File: config.mk
export PLATFORM = sky130hd
export DESIGN_NAME = md5_message_digest_unit
export DESIGN_NICKNAME = d
export VERILOG_FILES = /design/src/hw/rtl/md5_pkg.sv /design/src/hw/rtl/md5_ram.sv /design/src/hw/rtl/md5_datapath.sv /design/src/hw/rtl/md5_control.sv /design/src/hw/rtl/md5_message_digest_unit.sv
export VERILOG_INCLUDE_DIRS = /design/src /design/src/hw/rtl
export SDC_FILE = /design/constraint.sdc
export NUM_CORES = 2
export LEC_CHECK = 0
export BUFFER_PORTS_ARGS = -buffer_cell sky130_fd_sc_hd__clkbuf_2
export CORE_ASPECT_RATIO = 0.9
export CORE_UTILIZATION = 50
export DETAILED_ROUTE_END_ITERATION = 8
export MAX_ROUTING_LAYER = met4
export PLACE_DENSITY = 0.62
export SLEW_MARGIN = 20
export SYNTH_ARGS = -nofsm -noshare
export SYNTH_HDL_FRONTEND = slang
export SYNTH_SLANG_ARGS = --single-unit
File: constraint.sdc
create_clock -name clock -period 22.5 [get_ports clock]
set_clock_uncertainty 0.05 [all_clocks]
set_input_delay 2.25 -clock clock [delete_from_list [all_inputs] [get_ports clock]]
set_output_delay 2.25 -clock clock [all_outputs]
set_load 0.05 [all_outputs]
File: src/hw/rtl/md5_message_digest_unit_assert.svh
// ----------------------------------------------------------------------------
// md5_message_digest_unit_assert
// Assertion macros for the MD5 digest unit.
// ----------------------------------------------------------------------------
`ifndef MD5_MESSAGE_DIGEST_UNIT_ASSERT_SVH
`define MD5_MESSAGE_DIGEST_UNIT_ASSERT_SVH
`ifndef ASSERT_OFF
`define MD5_ASSERT_IMPL(lbl, clk, rst, a, c) \
   lbl: assert property (@(posedge clk) disable iff (rst) (a) |-> (c)) else $error("lbl");
`define MD5_ASSERT_NEXT(lbl, clk, rst, a, c) \
   lbl: assert property (@(posedge clk) disable iff (rst) (a) |=> (c)) else $error("lbl");
`else
`define MD5_ASSERT_IMPL(lbl, clk, rst, a, c)
`define MD5_ASSERT_NEXT(lbl, clk, rst, a, c)
`endif
`endif

File: src/hw/rtl/md5_pkg.sv
// ----------------------------------------------------------------------------
// md5_pkg
// Constants, tables and command types shared by the MD5 digest unit.
// ----------------------------------------------------------------------------
package md5_pkg;
   localparam logic [31:0] INIT_A = 32'h67452301;
   localparam logic [31:0] INIT_B = 32'hefcdab89;
   localparam logic [31:0] INIT_C = 32'h98badcfe;
   localparam logic [31:0] INIT_D = 32'h10325476;
   localparam logic [31:0] PAD_MARK = 32'h00000080;
   localparam logic [3:0] LEN_POS = 4'd14;

   // word source for buffer writes
   localparam logic [1:0] SRC_DATA = 2'd0;
   localparam logic [1:0] SRC_ZERO = 2'd1;
   localparam logic [1:0] SRC_LENLO = 2'd2;
   localparam logic [1:0] SRC_LENHI = 2'd3;

   typedef struct packed {
      logic       push;       // write one word into the buffer
      logic [1:0] src;
      logic       mark;       // merge 0x80 at byte count
      logic [2:0] nbytes;
      logic [5:0] len_add;    // bits added to length
      logic       add_len;
      logic       round;      // run one round
      logic       round_init; // load working regs from chain
      logic       fold;       // add working regs to chain
      logic       restart;    // back to initial chain, clear length/position
   } md5_cmd_type;

   typedef struct packed {
      logic [3:0] pos;
      logic [5:0] rnd;
   } md5_stat_type;

   function automatic logic [31:0] round_k(input logic [5:0] r);
      logic [31:0] t [64];
      t = '{32'hd76aa478,32'he8c7b756,32'h242070db,32'hc1bdceee,32'hf57c0faf,32'h4787c62a,
            32'ha8304613,32'hfd469501,32'h698098d8,32'h8b44f7af,32'hffff5bb1,32'h895cd7be,
            32'h6b901122,32'hfd987193,32'ha679438e,32'h49b40821,32'hf61e2562,32'hc040b340,
            32'h265e5a51,32'he9b6c7aa,32'hd62f105d,32'h02441453,32'hd8a1e681,32'he7d3fbc8,
            32'h21e1cde6,32'hc33707d6,32'hf4d50d87,32'h455a14ed,32'ha9e3e905,32'hfcefa3f8,
            32'h676f02d9,32'h8d2a4c8a,32'hfffa3942,32'h8771f681,32'h6d9d6122,32'hfde5380c,
            32'ha4beea44,32'h4bdecfa9,32'hf6bb4b60,32'hbebfbc70,32'h289b7ec6,32'heaa127fa,
            32'hd4ef3085,32'h04881d05,32'hd9d4d039,32'he6db99e5,32'h1fa27cf8,32'hc4ac5665,
            32'hf4292244,32'h432aff97,32'hab9423a7,32'hfc93a039,32'h655b59c3,32'h8f0ccc92,
            32'hffeff47d,32'h85845dd1,32'h6fa87e4f,32'hfe2ce6e0,32'ha3014314,32'h4e0811a1,
            32'hf7537e82,32'hbd3af235,32'h2ad7d2bb,32'heb86d391};
      return t[r];
   endfunction

   function automatic logic [4:0] round_s(input logic [5:0] r);
      logic [4:0] s;
      case (r[5:4])
         2'd0: s = (r[1:0] == 2'd0) ? 5'd7 : (r[1:0] == 2'd1) ? 5'd12 :
                   (r[1:0] == 2'd2) ? 5'd17 : 5'd22;
         2'd1: s = (r[1:0] == 2'd0) ? 5'd5 : (r[1:0] == 2'd1) ? 5'd9 :
                   (r[1:0] == 2'd2) ? 5'd14 : 5'd20;
         2'd2: s = (r[1:0] == 2'd0) ? 5'd4 : (r[1:0] == 2'd1) ? 5'd11 :
                   (r[1:0] == 2'd2) ? 5'd16 : 5'd23;
         default: s = (r[1:0] == 2'd0) ? 5'd6 : (r[1:0] == 2'd1) ? 5'd10 :
                   (r[1:0] == 2'd2) ? 5'd15 : 5'd21;
      endcase
      return s;
   endfunction

   // message word index for a round
   function automatic logic [3:0] round_g(input logic [5:0] r);
      logic [3:0] g;
      case (r[5:4])
         2'd0: g = r[3:0];
         2'd1: g = r[3:0] * 4'd5 + 4'd1;
         2'd2: g = r[3:0] * 4'd3 + 4'd5;
         default: g = r[3:0] * 4'd7;
      endcase
      return g;
   endfunction
endpackage

File: src/hw/rtl/md5_ram.sv
// ----------------------------------------------------------------------------
// md5_ram
// Generic single-port-write, single-read RAM with registered read data.
// ----------------------------------------------------------------------------
module md5_ram #(
   parameter int WIDTH = 32,
   parameter int DEPTH = 16
) (
   input  logic                     clock,
   input  logic                     wr_en,
   input  logic [$clog2(DEPTH)-1:0] wr_addr,
   input  logic [WIDTH-1:0]         wr_data,
   input  logic [$clog2(DEPTH)-1:0] rd_addr,
   output logic [WIDTH-1:0]         rd_data
);
   logic [WIDTH-1:0] mem_ff [DEPTH];
   always_ff @(posedge clock) begin
      if (wr_en) mem_ff[wr_addr] <= wr_data;
      rd_data <= mem_ff[rd_addr];
   end
endmodule

File: src/hw/rtl/md5_datapath.sv
// ----------------------------------------------------------------------------
// md5_datapath
// Block buffer, length counter, round registers and chaining words.
// ----------------------------------------------------------------------------
module md5_datapath (
   input  logic                clock,
   input  logic                reset,
   input  md5_pkg::md5_cmd_type cmd,
   input  logic [31:0]         data_word,
   input  logic [1:0]          out_sel,
   output md5_pkg::md5_stat_type stat,
   output logic [31:0]         digest_word
);
   import md5_pkg::*;

   logic [31:0] ca_ff, cb_ff, cc_ff, cd_ff;
   logic [31:0] wa_ff, wb_ff, wc_ff, wd_ff;
   logic [63:0] len_ff, len_in;
   logic [3:0]  pos_ff;
   logic [5:0]  rnd_ff;
   logic [31:0] wr_data, rd_data, mask, f, sum, rot;
   logic [5:0]  rd_r;
   logic [3:0]  rd_addr;

   always_comb begin
      mask = 32'hffffffff;
      case (cmd.nbytes)
         3'd0: mask = 32'h0;
         3'd1: mask = 32'h000000ff;
         3'd2: mask = 32'h0000ffff;
         3'd3: mask = 32'h00ffffff;
         default: mask = 32'hffffffff;
      endcase
      case (cmd.src)
         SRC_DATA: wr_data = data_word & mask;
         SRC_ZERO: wr_data = '0;
         SRC_LENLO: wr_data = len_ff[31:0];
         default: wr_data = len_ff[63:32];
      endcase
      if (cmd.mark) wr_data = wr_data | (PAD_MARK << {cmd.nbytes[1:0], 3'd0});
   end

   assign len_in = len_ff + {58'd0, cmd.len_add};

   // read address runs one round ahead, since read data is registered
   assign rd_r = cmd.round_init ? 6'd0 : rnd_ff + 6'd1;
   assign rd_addr = round_g(rd_r);

   md5_ram #(.WIDTH(32), .DEPTH(16)) u_buf (
      .clock(clock), .wr_en(cmd.push), .wr_addr(pos_ff), .wr_data(wr_data),
      .rd_addr(rd_addr), .rd_data(rd_data));

   always_comb begin
      case (rnd_ff[5:4])
         2'd0: f = (wb_ff & wc_ff) | (~wb_ff & wd_ff);
         2'd1: f = (wd_ff & wb_ff) | (~wd_ff & wc_ff);
         2'd2: f = wb_ff ^ wc_ff ^ wd_ff;
         default: f = wc_ff ^ (wb_ff | ~wd_ff);
      endcase
      sum = wa_ff + f + round_k(rnd_ff) + rd_data;
      rot = (sum << round_s(rnd_ff)) | (sum >> (6'd32 - {1'b0, round_s(rnd_ff)}));
   end

   always_ff @(posedge clock) begin
      if (reset) begin
         ca_ff <= INIT_A; cb_ff <= INIT_B; cc_ff <= INIT_C; cd_ff <= INIT_D;
         wa_ff <= '0; wb_ff <= '0; wc_ff <= '0; wd_ff <= '0;
         len_ff <= '0; pos_ff <= '0; rnd_ff <= '0;
      end else begin
         if (cmd.add_len) len_ff <= len_in;
         if (cmd.push) pos_ff <= pos_ff + 4'd1;
         if (cmd.round_init) begin
            wa_ff <= ca_ff; wb_ff <= cb_ff; wc_ff <= cc_ff; wd_ff <= cd_ff;
            rnd_ff <= '0;
         end else if (cmd.round) begin
            wa_ff <= wd_ff; wd_ff <= wc_ff; wc_ff <= wb_ff; wb_ff <= wb_ff + rot;
            rnd_ff <= rnd_ff + 6'd1;
         end
         if (cmd.fold) begin
            ca_ff <= ca_ff + wa_ff; cb_ff <= cb_ff + wb_ff;
            cc_ff <= cc_ff + wc_ff; cd_ff <= cd_ff + wd_ff;
         end
         if (cmd.restart) begin
            ca_ff <= INIT_A; cb_ff <= INIT_B; cc_ff <= INIT_C; cd_ff <= INIT_D;
            len_ff <= '0; pos_ff <= '0;
         end
      end
   end

   assign stat.pos = pos_ff;
   assign stat.rnd = rnd_ff;

   always_comb begin
      case (out_sel)
         2'd0: digest_word = ca_ff;
         2'd1: digest_word = cb_ff;
         2'd2: digest_word = cc_ff;
         default: digest_word = cd_ff;
      endcase
   end
endmodule

File: src/hw/rtl/md5_control.sv
// ----------------------------------------------------------------------------
// md5_control
// Sequencer: word intake, padding, round loop and digest output.
// ----------------------------------------------------------------------------
module md5_control (
   input  logic                 clock,
   input  logic                 reset,
   input  logic                 req_tvalid,
   output logic                 req_tready,
   input  logic [2:0]           req_bytes,
   input  logic                 req_tlast,
   input  logic                 rsp_tready,
   output logic                 rsp_tvalid,
   output logic [1:0]           out_sel,
   input  md5_pkg::md5_stat_type stat,
   output md5_pkg::md5_cmd_type cmd
);
   import md5_pkg::*;

   localparam logic [2:0] ST_IDLE = 3'd0;
   localparam logic [2:0] ST_PREP = 3'd1;
   localparam logic [2:0] ST_RND  = 3'd2;
   localparam logic [2:0] ST_FOLD = 3'd3;
   localparam logic [2:0] ST_PAD  = 3'd4;
   localparam logic [2:0] ST_OUT  = 3'd5;

   logic [2:0] state_ff, state_in;
   logic       fin_ff, fin_in;     // in padding phase
   logic       word4_ff, word4_in; // marker word still owed
   logic [1:0] sel_ff, sel_in;
   logic [2:0] nb;
   logic       acc;
   // set when the length words went in during the last padding pass
   logic       pad_done, pad_done_ff;
   // last buffer write was the low length word
   logic       lenlo_ff;

   assign nb = (req_bytes > 3'd4) ? 3'd4 : req_bytes;
   assign req_tready = (state_ff == ST_IDLE);
   assign acc = req_tvalid && req_tready;
   assign rsp_tvalid = (state_ff == ST_OUT);
   assign out_sel = sel_ff;
   assign pad_done = pad_done_ff;

   always_comb begin
      cmd = '0;
      state_in = state_ff;
      fin_in = fin_ff;
      word4_in = word4_ff;
      sel_in = sel_ff;
      case (state_ff)
         ST_IDLE: if (acc) begin
            cmd.push = 1'b1;
            cmd.src = SRC_DATA;
            cmd.add_len = 1'b1;
            if (!req_tlast) begin
               cmd.nbytes = 3'd4;
               cmd.len_add = 6'd32;
            end else begin
               cmd.nbytes = nb;
               cmd.len_add = {nb, 3'd0};
               cmd.mark = (nb != 3'd4);
               word4_in = (nb == 3'd4);
               fin_in = 1'b1;
            end
            state_in = (stat.pos == 4'd15) ? ST_PREP : (req_tlast ? ST_PAD : ST_IDLE);
         end
         ST_PAD: begin
            cmd.push = 1'b1;
            cmd.src = SRC_ZERO;
            if (word4_ff) begin
               cmd.mark = 1'b1; cmd.nbytes = 3'd0;
               word4_in = 1'b0;
            end else if (stat.pos == LEN_POS) cmd.src = SRC_LENLO;
            // high length word only right after the low one; a marker in
            // word 14 leaves word 15 zero and pushes the length to a new block
            else if (stat.pos == 4'd15 && lenlo_ff) cmd.src = SRC_LENHI;
            state_in = (stat.pos == 4'd15) ? ST_PREP : ST_PAD;
         end
         ST_PREP: begin
            cmd.round_init = 1'b1;
            state_in = ST_RND;
         end
         ST_RND: begin
            cmd.round = 1'b1;
            if (stat.rnd == 6'd63) state_in = ST_FOLD;
         end
         ST_FOLD: begin
            cmd.fold = 1'b1;
            if (!fin_ff) state_in = ST_IDLE;
            else if (word4_ff || pad_done) state_in = word4_ff ? ST_PAD : ST_OUT;
            else state_in = ST_PAD;
            sel_in = 2'd0;
         end
         ST_OUT: if (rsp_tready) begin
            sel_in = sel_ff + 2'd1;
            if (sel_ff == 2'd3) begin
               cmd.restart = 1'b1;
               fin_in = 1'b0;
               state_in = ST_IDLE;
            end
         end
         default: state_in = ST_IDLE;
      endcase
   end

   always_ff @(posedge clock) begin
      if (reset) begin
         state_ff <= ST_IDLE; fin_ff <= 1'b0; word4_ff <= 1'b0; sel_ff <= '0;
         pad_done_ff <= 1'b0; lenlo_ff <= 1'b0;
      end else begin
         state_ff <= state_in; fin_ff <= fin_in; word4_ff <= word4_in; sel_ff <= sel_in;
         if (cmd.push && cmd.src == SRC_LENHI) pad_done_ff <= 1'b1;
         else if (cmd.restart) pad_done_ff <= 1'b0;
         if (cmd.push) lenlo_ff <= (cmd.src == SRC_LENLO);
      end
   end
endmodule

File: src/hw/rtl/md5_message_digest_unit.sv
// ----------------------------------------------------------------------------
// md5_message_digest_unit
// MD5 digest over a stream of little-endian 32-bit message words.
// ----------------------------------------------------------------------------
// Send message words on req_; the item with tlast ends the message and its
// valid byte count (0..4, above 4 taken as 4) trims it. Words are taken back
// to back, except the sixteenth of a block, which starts the round loop and
// holds off further words: setup, one MD5 round per cycle, then chain update.
// After the last word the unit pads, runs one or two final blocks and returns
// four items A, B, C, D, the fourth with tlast, then starts a fresh message.
// The buffer is a 16-word RAM.
module md5_message_digest_unit (
   input  logic        clock,
   input  logic        reset,
   input  logic        req_tvalid,
   output logic        req_tready,
   input  logic [31:0] req_tdata,   // data_word
   input  logic [2:0]  req_tuser,   // valid_bytes
   input  logic        req_tlast,   // last_word
   output logic        rsp_tvalid,
   input  logic        rsp_tready,
   output logic [31:0] rsp_tdata,   // digest_word
   output logic [1:0]  rsp_tuser,   // digest_index
   output logic        rsp_tlast    // digest_last
);
   import md5_pkg::*;
`include "md5_message_digest_unit_assert.svh"

   md5_cmd_type  cmd;
   md5_stat_type stat;
   logic [1:0]   out_sel;

   md5_control u_ctl (
      .clock(clock), .reset(reset), .req_tvalid(req_tvalid), .req_tready(req_tready),
      .req_bytes(req_tuser), .req_tlast(req_tlast), .rsp_tready(rsp_tready),
      .rsp_tvalid(rsp_tvalid), .out_sel(out_sel), .stat(stat), .cmd(cmd));

   md5_datapath u_dp (
      .clock(clock), .reset(reset), .cmd(cmd), .data_word(req_tdata),
      .out_sel(out_sel), .stat(stat), .digest_word(rsp_tdata));

   assign rsp_tuser = out_sel;
   assign rsp_tlast = (out_sel == 2'd3);

   `MD5_ASSERT_IMPL(a_no_overlap, clock, reset, rsp_tvalid, !req_tready)
   `MD5_ASSERT_IMPL(a_one_op, clock, reset, cmd.round, !cmd.push)
   `MD5_ASSERT_NEXT(a_restart_pos, clock, reset, cmd.restart, stat.pos == 4'd0)
endmodule

* Word level (Yosys, flattened, before mapping) *
Memories as Yosys holds them, arrays and structs flattened. A register that Yosys moved wholly into a read port is not among the register bits.
Index checks and enable logic that the tools add are counted.

storage, ports and cells
  bits in registers = 339
  RAM bits = 512
  bits in read-only memories = 2,048
  input bits = 40
  output and inout bits = 37
  word-level logic and storage cells = 181
  memories kept = 2

memory list
  memory             depth  width  read ports  clocked after Yosys merged registers in  write ports  line           text
  (name not given)   64     32     1           0                                        0            md5_pkg.sv:50  return t[r];
  u_dp.u_buf.mem_ff  16     32     1           1                                        1            md5_ram.sv:16  logic [WIDTH-1:0] mem_ff [DEPTH];

operators by class
  $add $sub $neg = 15
  multiply operators = 3
  magnitude comparators = 2
  eq/ne operators = 30
  shift-type cells = 3
  mux-type cells = 71
  bitwise operators = 16
  reductions and logical operators = 22

operators by type and width
  operator                                          number
  two-way mux 32 bit                                11
  one-hot mux 32 bit (3 select lines)               3
  adder 32 bit                                      8
  AND 32 bit                                        5
  bitwise OR 32 bit                                 5
  one-hot mux 32 bit (4 select lines)               1
  XOR 32 bit                                        3
  adder 64 x 6 -> 64 bit                            1
  NOT 32 bit                                        2
  two-way mux 5 bit                                 10
  two-way mux 3 bit                                 12
  << shifter 32 x 5 -> 32 bit                       1
  << shifter 8 x 5 -> 32 bit, first input constant  1
  right shift 32 x 6 -> 32 bit                      1
  two-way mux 1 bit                                 18
  one-hot mux 3 bit (6 select lines)                1
  one-hot mux 5 bit (3 select lines)                1
  == test 2 bit, second input constant              7
  two-way mux 14 bit                                1
  one-hot mux 7 bit (2 select lines)                1
  == test 3 x 2 -> 1 bit, second input constant     4
  one-hot mux 4 bit (3 select lines)                1
  == test 2 x 1 -> 1 bit, second input constant     5
  logical NOT 2 bit                                 5
  33 further kinds                                  54

* Depth between registers and ports, before layout *
  word-level depth = 12
  gate-level depth with buffers = 42

* Modules after synthesis *
From an unflattened synthesis, not the netlist that was laid out.

unflattened totals
  cell total of the unflattened synthesis = 5,369
  area total of the unflattened synthesis = 53,795.3 um^2

modules (own cells, without submodules)
  module                   instances  cells each  area an instance (um^2)  seq. area each (um^2)
  md5_datapath             1          4,442       33,311.9                 6,606.3
  md5_ram                  1          838         19,835.3                 16,015.4
  md5_control              1          88          641.9                    180.2
  md5_message_digest_unit  1          1           6.3                      0.0

* Worst setup path before layout *
OpenSTA, ideal clock, no wires.

  kind = flip-flop to flip-flop
  start point = reg u_dp.rnd_ff[0]
  end point = reg u_dp.wb_ff[31]
  library setup time = 0.126 ns
  arrival = 8.894 ns
  required time = 22.324 ns
  setup slack = 13.430 ns
  stages on the path, launching flop included = 41
  path buffers = 3
  cell sequence = dfxtp_1 -> inv_1 -> clkbuf_1 -> ha_1 -> clkbuf_1 -> nand2_1 -> clkbuf_1 -> a21oi_1 -> a31oi_1 -> o22ai_1 -> a211oi_1 -> fa_1 -> inv_1 -> fa_1 -> inv_1 -> ha_1 -> fa_1 -> a211oi_1 -> (+5 left out) -> or2_1 -> nand3_1 -> mux4_2 -> a21o_1 -> a211o_1 -> ha_1 -> o21ai_0 -> or2_2 -> or4_1 -> a21oi_1 -> o311a_1 -> a211o_1 -> a21oi_1 -> a21oi_1 -> nor2_1 -> o211a_1 -> nand3_1 -> o221ai_2

between the ends
  cells in the longest elaborated chain, start to end = 11
  elaborated cells between the ends (all ways) = 29

ends and longest elaborated chain
  element                                                                               line                                    text
  from (decl)                                                                           md5_datapath.sv:20                      logic [5:0] rnd_ff;
  from (signal assigned)                                                                md5_datapath.sv:77                      rnd_ff <= rnd_ff + 6'd1;
  NOT 6 -> 7 bit (implied by the code) or == test 2 bit (tied branches)                 n/a
  memory read (64 x 32 bit), or another cell as far along                               n/a
  two-way mux 32 bit (implied by the code), or another cell as far along (2 in series)  md5_pkg.sv:50
  adder 32 bit or one-hot mux 5 bit (3 select lines) (tied branches)                    md5_datapath.sv:60, md5_pkg.sv:55
  adder 32 bit or subtractor 6 x 5 -> 6 bit (tied branches)                             md5_datapath.sv:60, md5_datapath.sv:61
  right shift 32 x 6 -> 32 bit or << shifter 32 x 5 -> 32 bit (tied branches)           md5_datapath.sv:61                      rot = (sum << round_s(rnd_ff)) | (sum >> (6'd32 - {1'b0, round_s(rnd_ff)}));
  bitwise OR 32 bit (*)                                                                 md5_datapath.sv:61
  adder 32 bit (*)                                                                      md5_datapath.sv:76                      wa_ff <= wd_ff; wd_ff <= wc_ff; wc_ff <= wb_ff; wb_ff <= wb_ff + rot;
  two-way mux 32 bit (*)                                                                md5_datapath.sv:75                      end else if (cmd.round) begin
  two-way mux 32 bit (*)                                                                md5_datapath.sv:72                      if (cmd.round_init) begin
  to (signal assigned)                                                                  md5_datapath.sv:76
  to (decl)                                                                             md5_datapath.sv:17                      logic [31:0] wa_ff, wb_ff, wc_ff, wd_ff;

Mark *: on every way between the ends. The rest lies on a longest branch, timed or not. The select of a mux whose other input is x is not followed.
A chain may end at the register's enable or synchronous reset.

* Worst setup path after layout *
  start point = reg u_dp.rnd_ff[0]
  end point = reg u_dp.wb_ff[30]

Same word-level chain as after synthesis.

==> results.txt <==
- The flow ran to the end, and the final reports show no timing, DRC or antenna violations.
- The synthesized netlist occupies a cell area of between 50,000 and 60,000 µm².
* Overall die width: 349 µm
* Initial antenna violation count: 5
* Vias in the first global route: ~43,000
* MaxCap Viol Count: 0
* Routing usage on met1: between 40% and 50%
- Antenna violation net count after detailed routing: 0
- In the final routed layout, each cell accounts on average for 25.1 µm.
- For this run, the number of standard cells in the final layout without fillers is about 7,400.
- Subtracting the final worst setup slack from the clock period gives 10.93 ns.
- VDD sags by at most 0.0000585 V.
- The worst pin sits at a relative slew slack of 20.7%.
- RSZ-0062 raised after global routing: false
- The critical path is of the flop to flop type.
- Sequential area share after synthesis: 42.0%
* Violation count after the first detailed-route iteration: ~6,200
- In this run the deepest clock path goes through 3 buffers.
- Critical path startpoint: u_dp.rnd_ff[0]
- Clock edge transition at the registers on the reported setup and hold paths: 0.06 ns
- Global-route wire length before repair: 276,000 µm
- Most common cell after layout, fill and taps aside: sky130_fd_sc_hd__nand2_1
* Class of the most critical hold timing path: flop to flop
- The post-route netlist has about 8% of its cells at a drive strength greater than 1.
- In this run the count of I/O pins placed on the die edge is slightly below 80.
- # port buffers: 76
* Leading register cell type out of synthesis: sky130_fd_sc_hd__edfxtp_1
* CTS H-tree depth: 3
- In this run the worst path has a maximum fanout of 26.
* FMAX: between 0.09 and 0.1 GHz
- Distinct cells, synth: 109
* Number of remaining DRC errors: 0
- Critical hold path startpoint: u_ctl.fin_ff
* Layer with the highest usage after global routing: met1
* Slew at the pin closest to its max-slew limit: 1.18 ns
- A synthesized cell averages 9.02 µm².
* Core utilization of the finished layout: 54.9%
* Post-layout power: around 3700 µW
* Via count: 47,200
- Endpoint kind of the worst setup timing path: flop
- Timing analysis after detailed placement gives a worst setup slack of about 12 ns.
* Number of synthesized register bits: between 800 and 900
- Via/cell ratio: 6.36
- Total Routing Usage GR: between 30 and 40%
- The floorplan has around 110 rows.
- Met3 Track Usage GR: under 10%
- For the worst setup path, the data required time is 22.95 ns.
- Resized Gates After CTS: 0
- After detailed routing, the total wire length is 186,000 µm.
- The tree is rooted in a sky130_fd_sc_hd__clkbuf_16.
- Floorplan die area: 110,000 µm²
- The final-report hold violation count is 0.
- Synth-to-layout area growth: 8.71%
- Of all flip-flops after synthesis, the portion carrying an async set or reset was 0%.
* Worst Slack Setup Final: roughly 12 ns
* Total power density per cell area: about 62 nW/µm²
- Hold Path Cell Cnt: 2
- The number of placed instances, taps included, is 7,239.
* Synth Instances: 6,012
- The wire-length estimate of the detail-placed layout is 126,000 µm.
- TritonCTS clock tree: yes
- For this design, the sink count on the clock tree is 880.
- After the last flow step, the layout net total stands at 6,222.
- Post-CTS setup buffers: 0
* Die height: 314 µm
- For this run the aggregate overflow at the end of global routing stands at 0.
* Core Region: around 110,000 µm²
* Met2 usage: approximately half
* Setup violators final: 0
- Leakage power summed over all cells: 0.0224 µW
- The first detailed-routing pass ran for 9 iterations.
- STA puts the critical path data arrival time at between 10 and 15 ns.
- The congestion estimate from routability-driven global placement came to 1.09.
- Final period utilization: 48.6%
* Startpoint class of the critical path: flop
- Clock insertion delay at the later pin of the skew report: 0.70 ns
- Critical-path top delay cell: sky130_fd_sc_hd__o41ai_1
- Final setup TNS: 0 ns
* Startpoint of the worst register-to-register path: u_dp.rnd_ff[0]
- Number of pins with negative max-slew slack in the final report: 0
- The number of cells on the worst reg-to-reg path is 38.
* Pin count of the biggest net entering global routing: roughly 180
- Synthesized netlist net count: 6,350
- For this configuration, the core starts out at a cell density of 50.5%.
- Hold-fix buffers, CTS: 0
- Counting flops with a built-in enable in the synthesized netlist gives 512.
* Clock buffers created by TritonCTS: 93
- Commonest non-fill, non-tap cells in the layout: sky130_fd_sc_hd__nand2_1, sky130_fd_sc_hd__a21oi_1, sky130_fd_sc_hd__edfxtp_1
- On the worst path, the slowest cell contributes a delay of 0.66 ns.
* Count of yosys warnings during synthesis: 0
critical path: cells and delay by family (launching register included):
kind / cells / cell delay [ns]
muxes: 1 / 0.19
DFF: 1 / 0.30
AOI/OAI and AO/OA: 21 / 5.37
adders and majority gates: 5 / 2.73
xor gates and xnor gates: 1 / 0.21
and+or+nand+nor: 6 / 0.99
buffers and inverters: 4 / 0.87
cell families (layout without fill, tap and decap cells):
logic type	count (synthesis)	count (layout)	synth area share, %
flip-flops	880	880	42.0
AO/OA/AOI/OAI	2024	2024	24.5
adder cells (fa/ha/maj)	299	299	7.87
other	0	2	0
buffers and inverters	720	672	5.24
multiplexers	120	120	2.50
AND/OR/NAND/NOR	1759	1759	14.6
XOR/XNOR	210	210	3.42
metrics by stage:
step	area, µm²	hold WS (ns)
2_1_floorplan	54200	0.376
3_3_place_gp	55800	0.401
3_5_place_dp	55800	0.413
4_1_cts	58900	0.428
5_1_grt	58900	0.457
6_report	58900	0.422
layer usage:
metal	vias to the layer above	part of all wire (%)	wire length (µm)
met5	-	0	0
met4	0	3.1	5780
met3	300	9.5	17700
met2	2164	42	78700
met1	22900	45	84000
li1	21800	-	-
cell usage after synthesis, drive strengths merged, types with 41 or more instances:
library cell / number / area [µm²]
buf: 55 / 265
o21a: 41 / 310
a21oi: 619 / 3120
nor3: 63 / 332
o211ai: 64 / 485
xor2: 101 / 892
a222oi: 59 / 591
edfxtp: 512 / 15400
xnor2: 109 / 962
fa: 70 / 1400
a21o: 104 / 781
nor2: 386 / 1450
and3: 53 / 334
a22oi: 133 / 998
dfxtp: 368 / 7370
a311oi: 75 / 657
nand3: 96 / 480
nand2: 824 / 3090
a31oi: 149 / 932
and2: 149 / 937
o21ai: 320 / 1610
ha: 228 / 2850
clkbuf: 345 / 1370
mux2i: 89 / 891
inv: 319 / 1200
a211oi: 226 / 1700
path summary, 6_finish.rpt:
check                                       to  slack, ns
worst min-delay path              u_ctl.fin_ff       0.42
worst min register to register    u_ctl.fin_ff       0.42
worst max register to register  u_dp.wb_ff[30]      11.57
worst max-delay path            u_dp.wb_ff[30]      11.57
power by group:
part / switching [µW] / total, µW / internal (µW)
combinational: 231 / 344 / 114
sequential: 10.0 / 1740 / 1730
clock: 671 / 1580 / 907
total: 912 / 3660 / 2750
area by class of cell:
class | count | area, µm²
fill | 9730 | 48500
multi-input combinational | 4412 | 28800
inverter | 320 | 1210
timing repair buffer | 177 | 1160
antenna | 2 | 5.00
clock buffer | 133 | 2690
sequential | 880 | 22800
clock inverter | 42 | 468
tap | 1450 | 1810
state kept, by name, summed over array words and instances (netlist names), 3 cells and up:
signal	flops
u_dp.u_buf.mem_ff	512
u_dp.len_ff	61
u_dp.ca_ff	32
u_dp.cb_ff	32
u_dp.cc_ff	32
u_dp.cd_ff	32
u_dp.u_buf.rd_data	32
u_dp.wa_ff	32
u_dp.wb_ff	32
u_dp.wc_ff	32
u_dp.wd_ff	32
u_dp.rnd_ff	6
u_dp.pos_ff	4
u_ctl.state_ff	3
No activity file was read; power rests on OpenSTA's default activity.
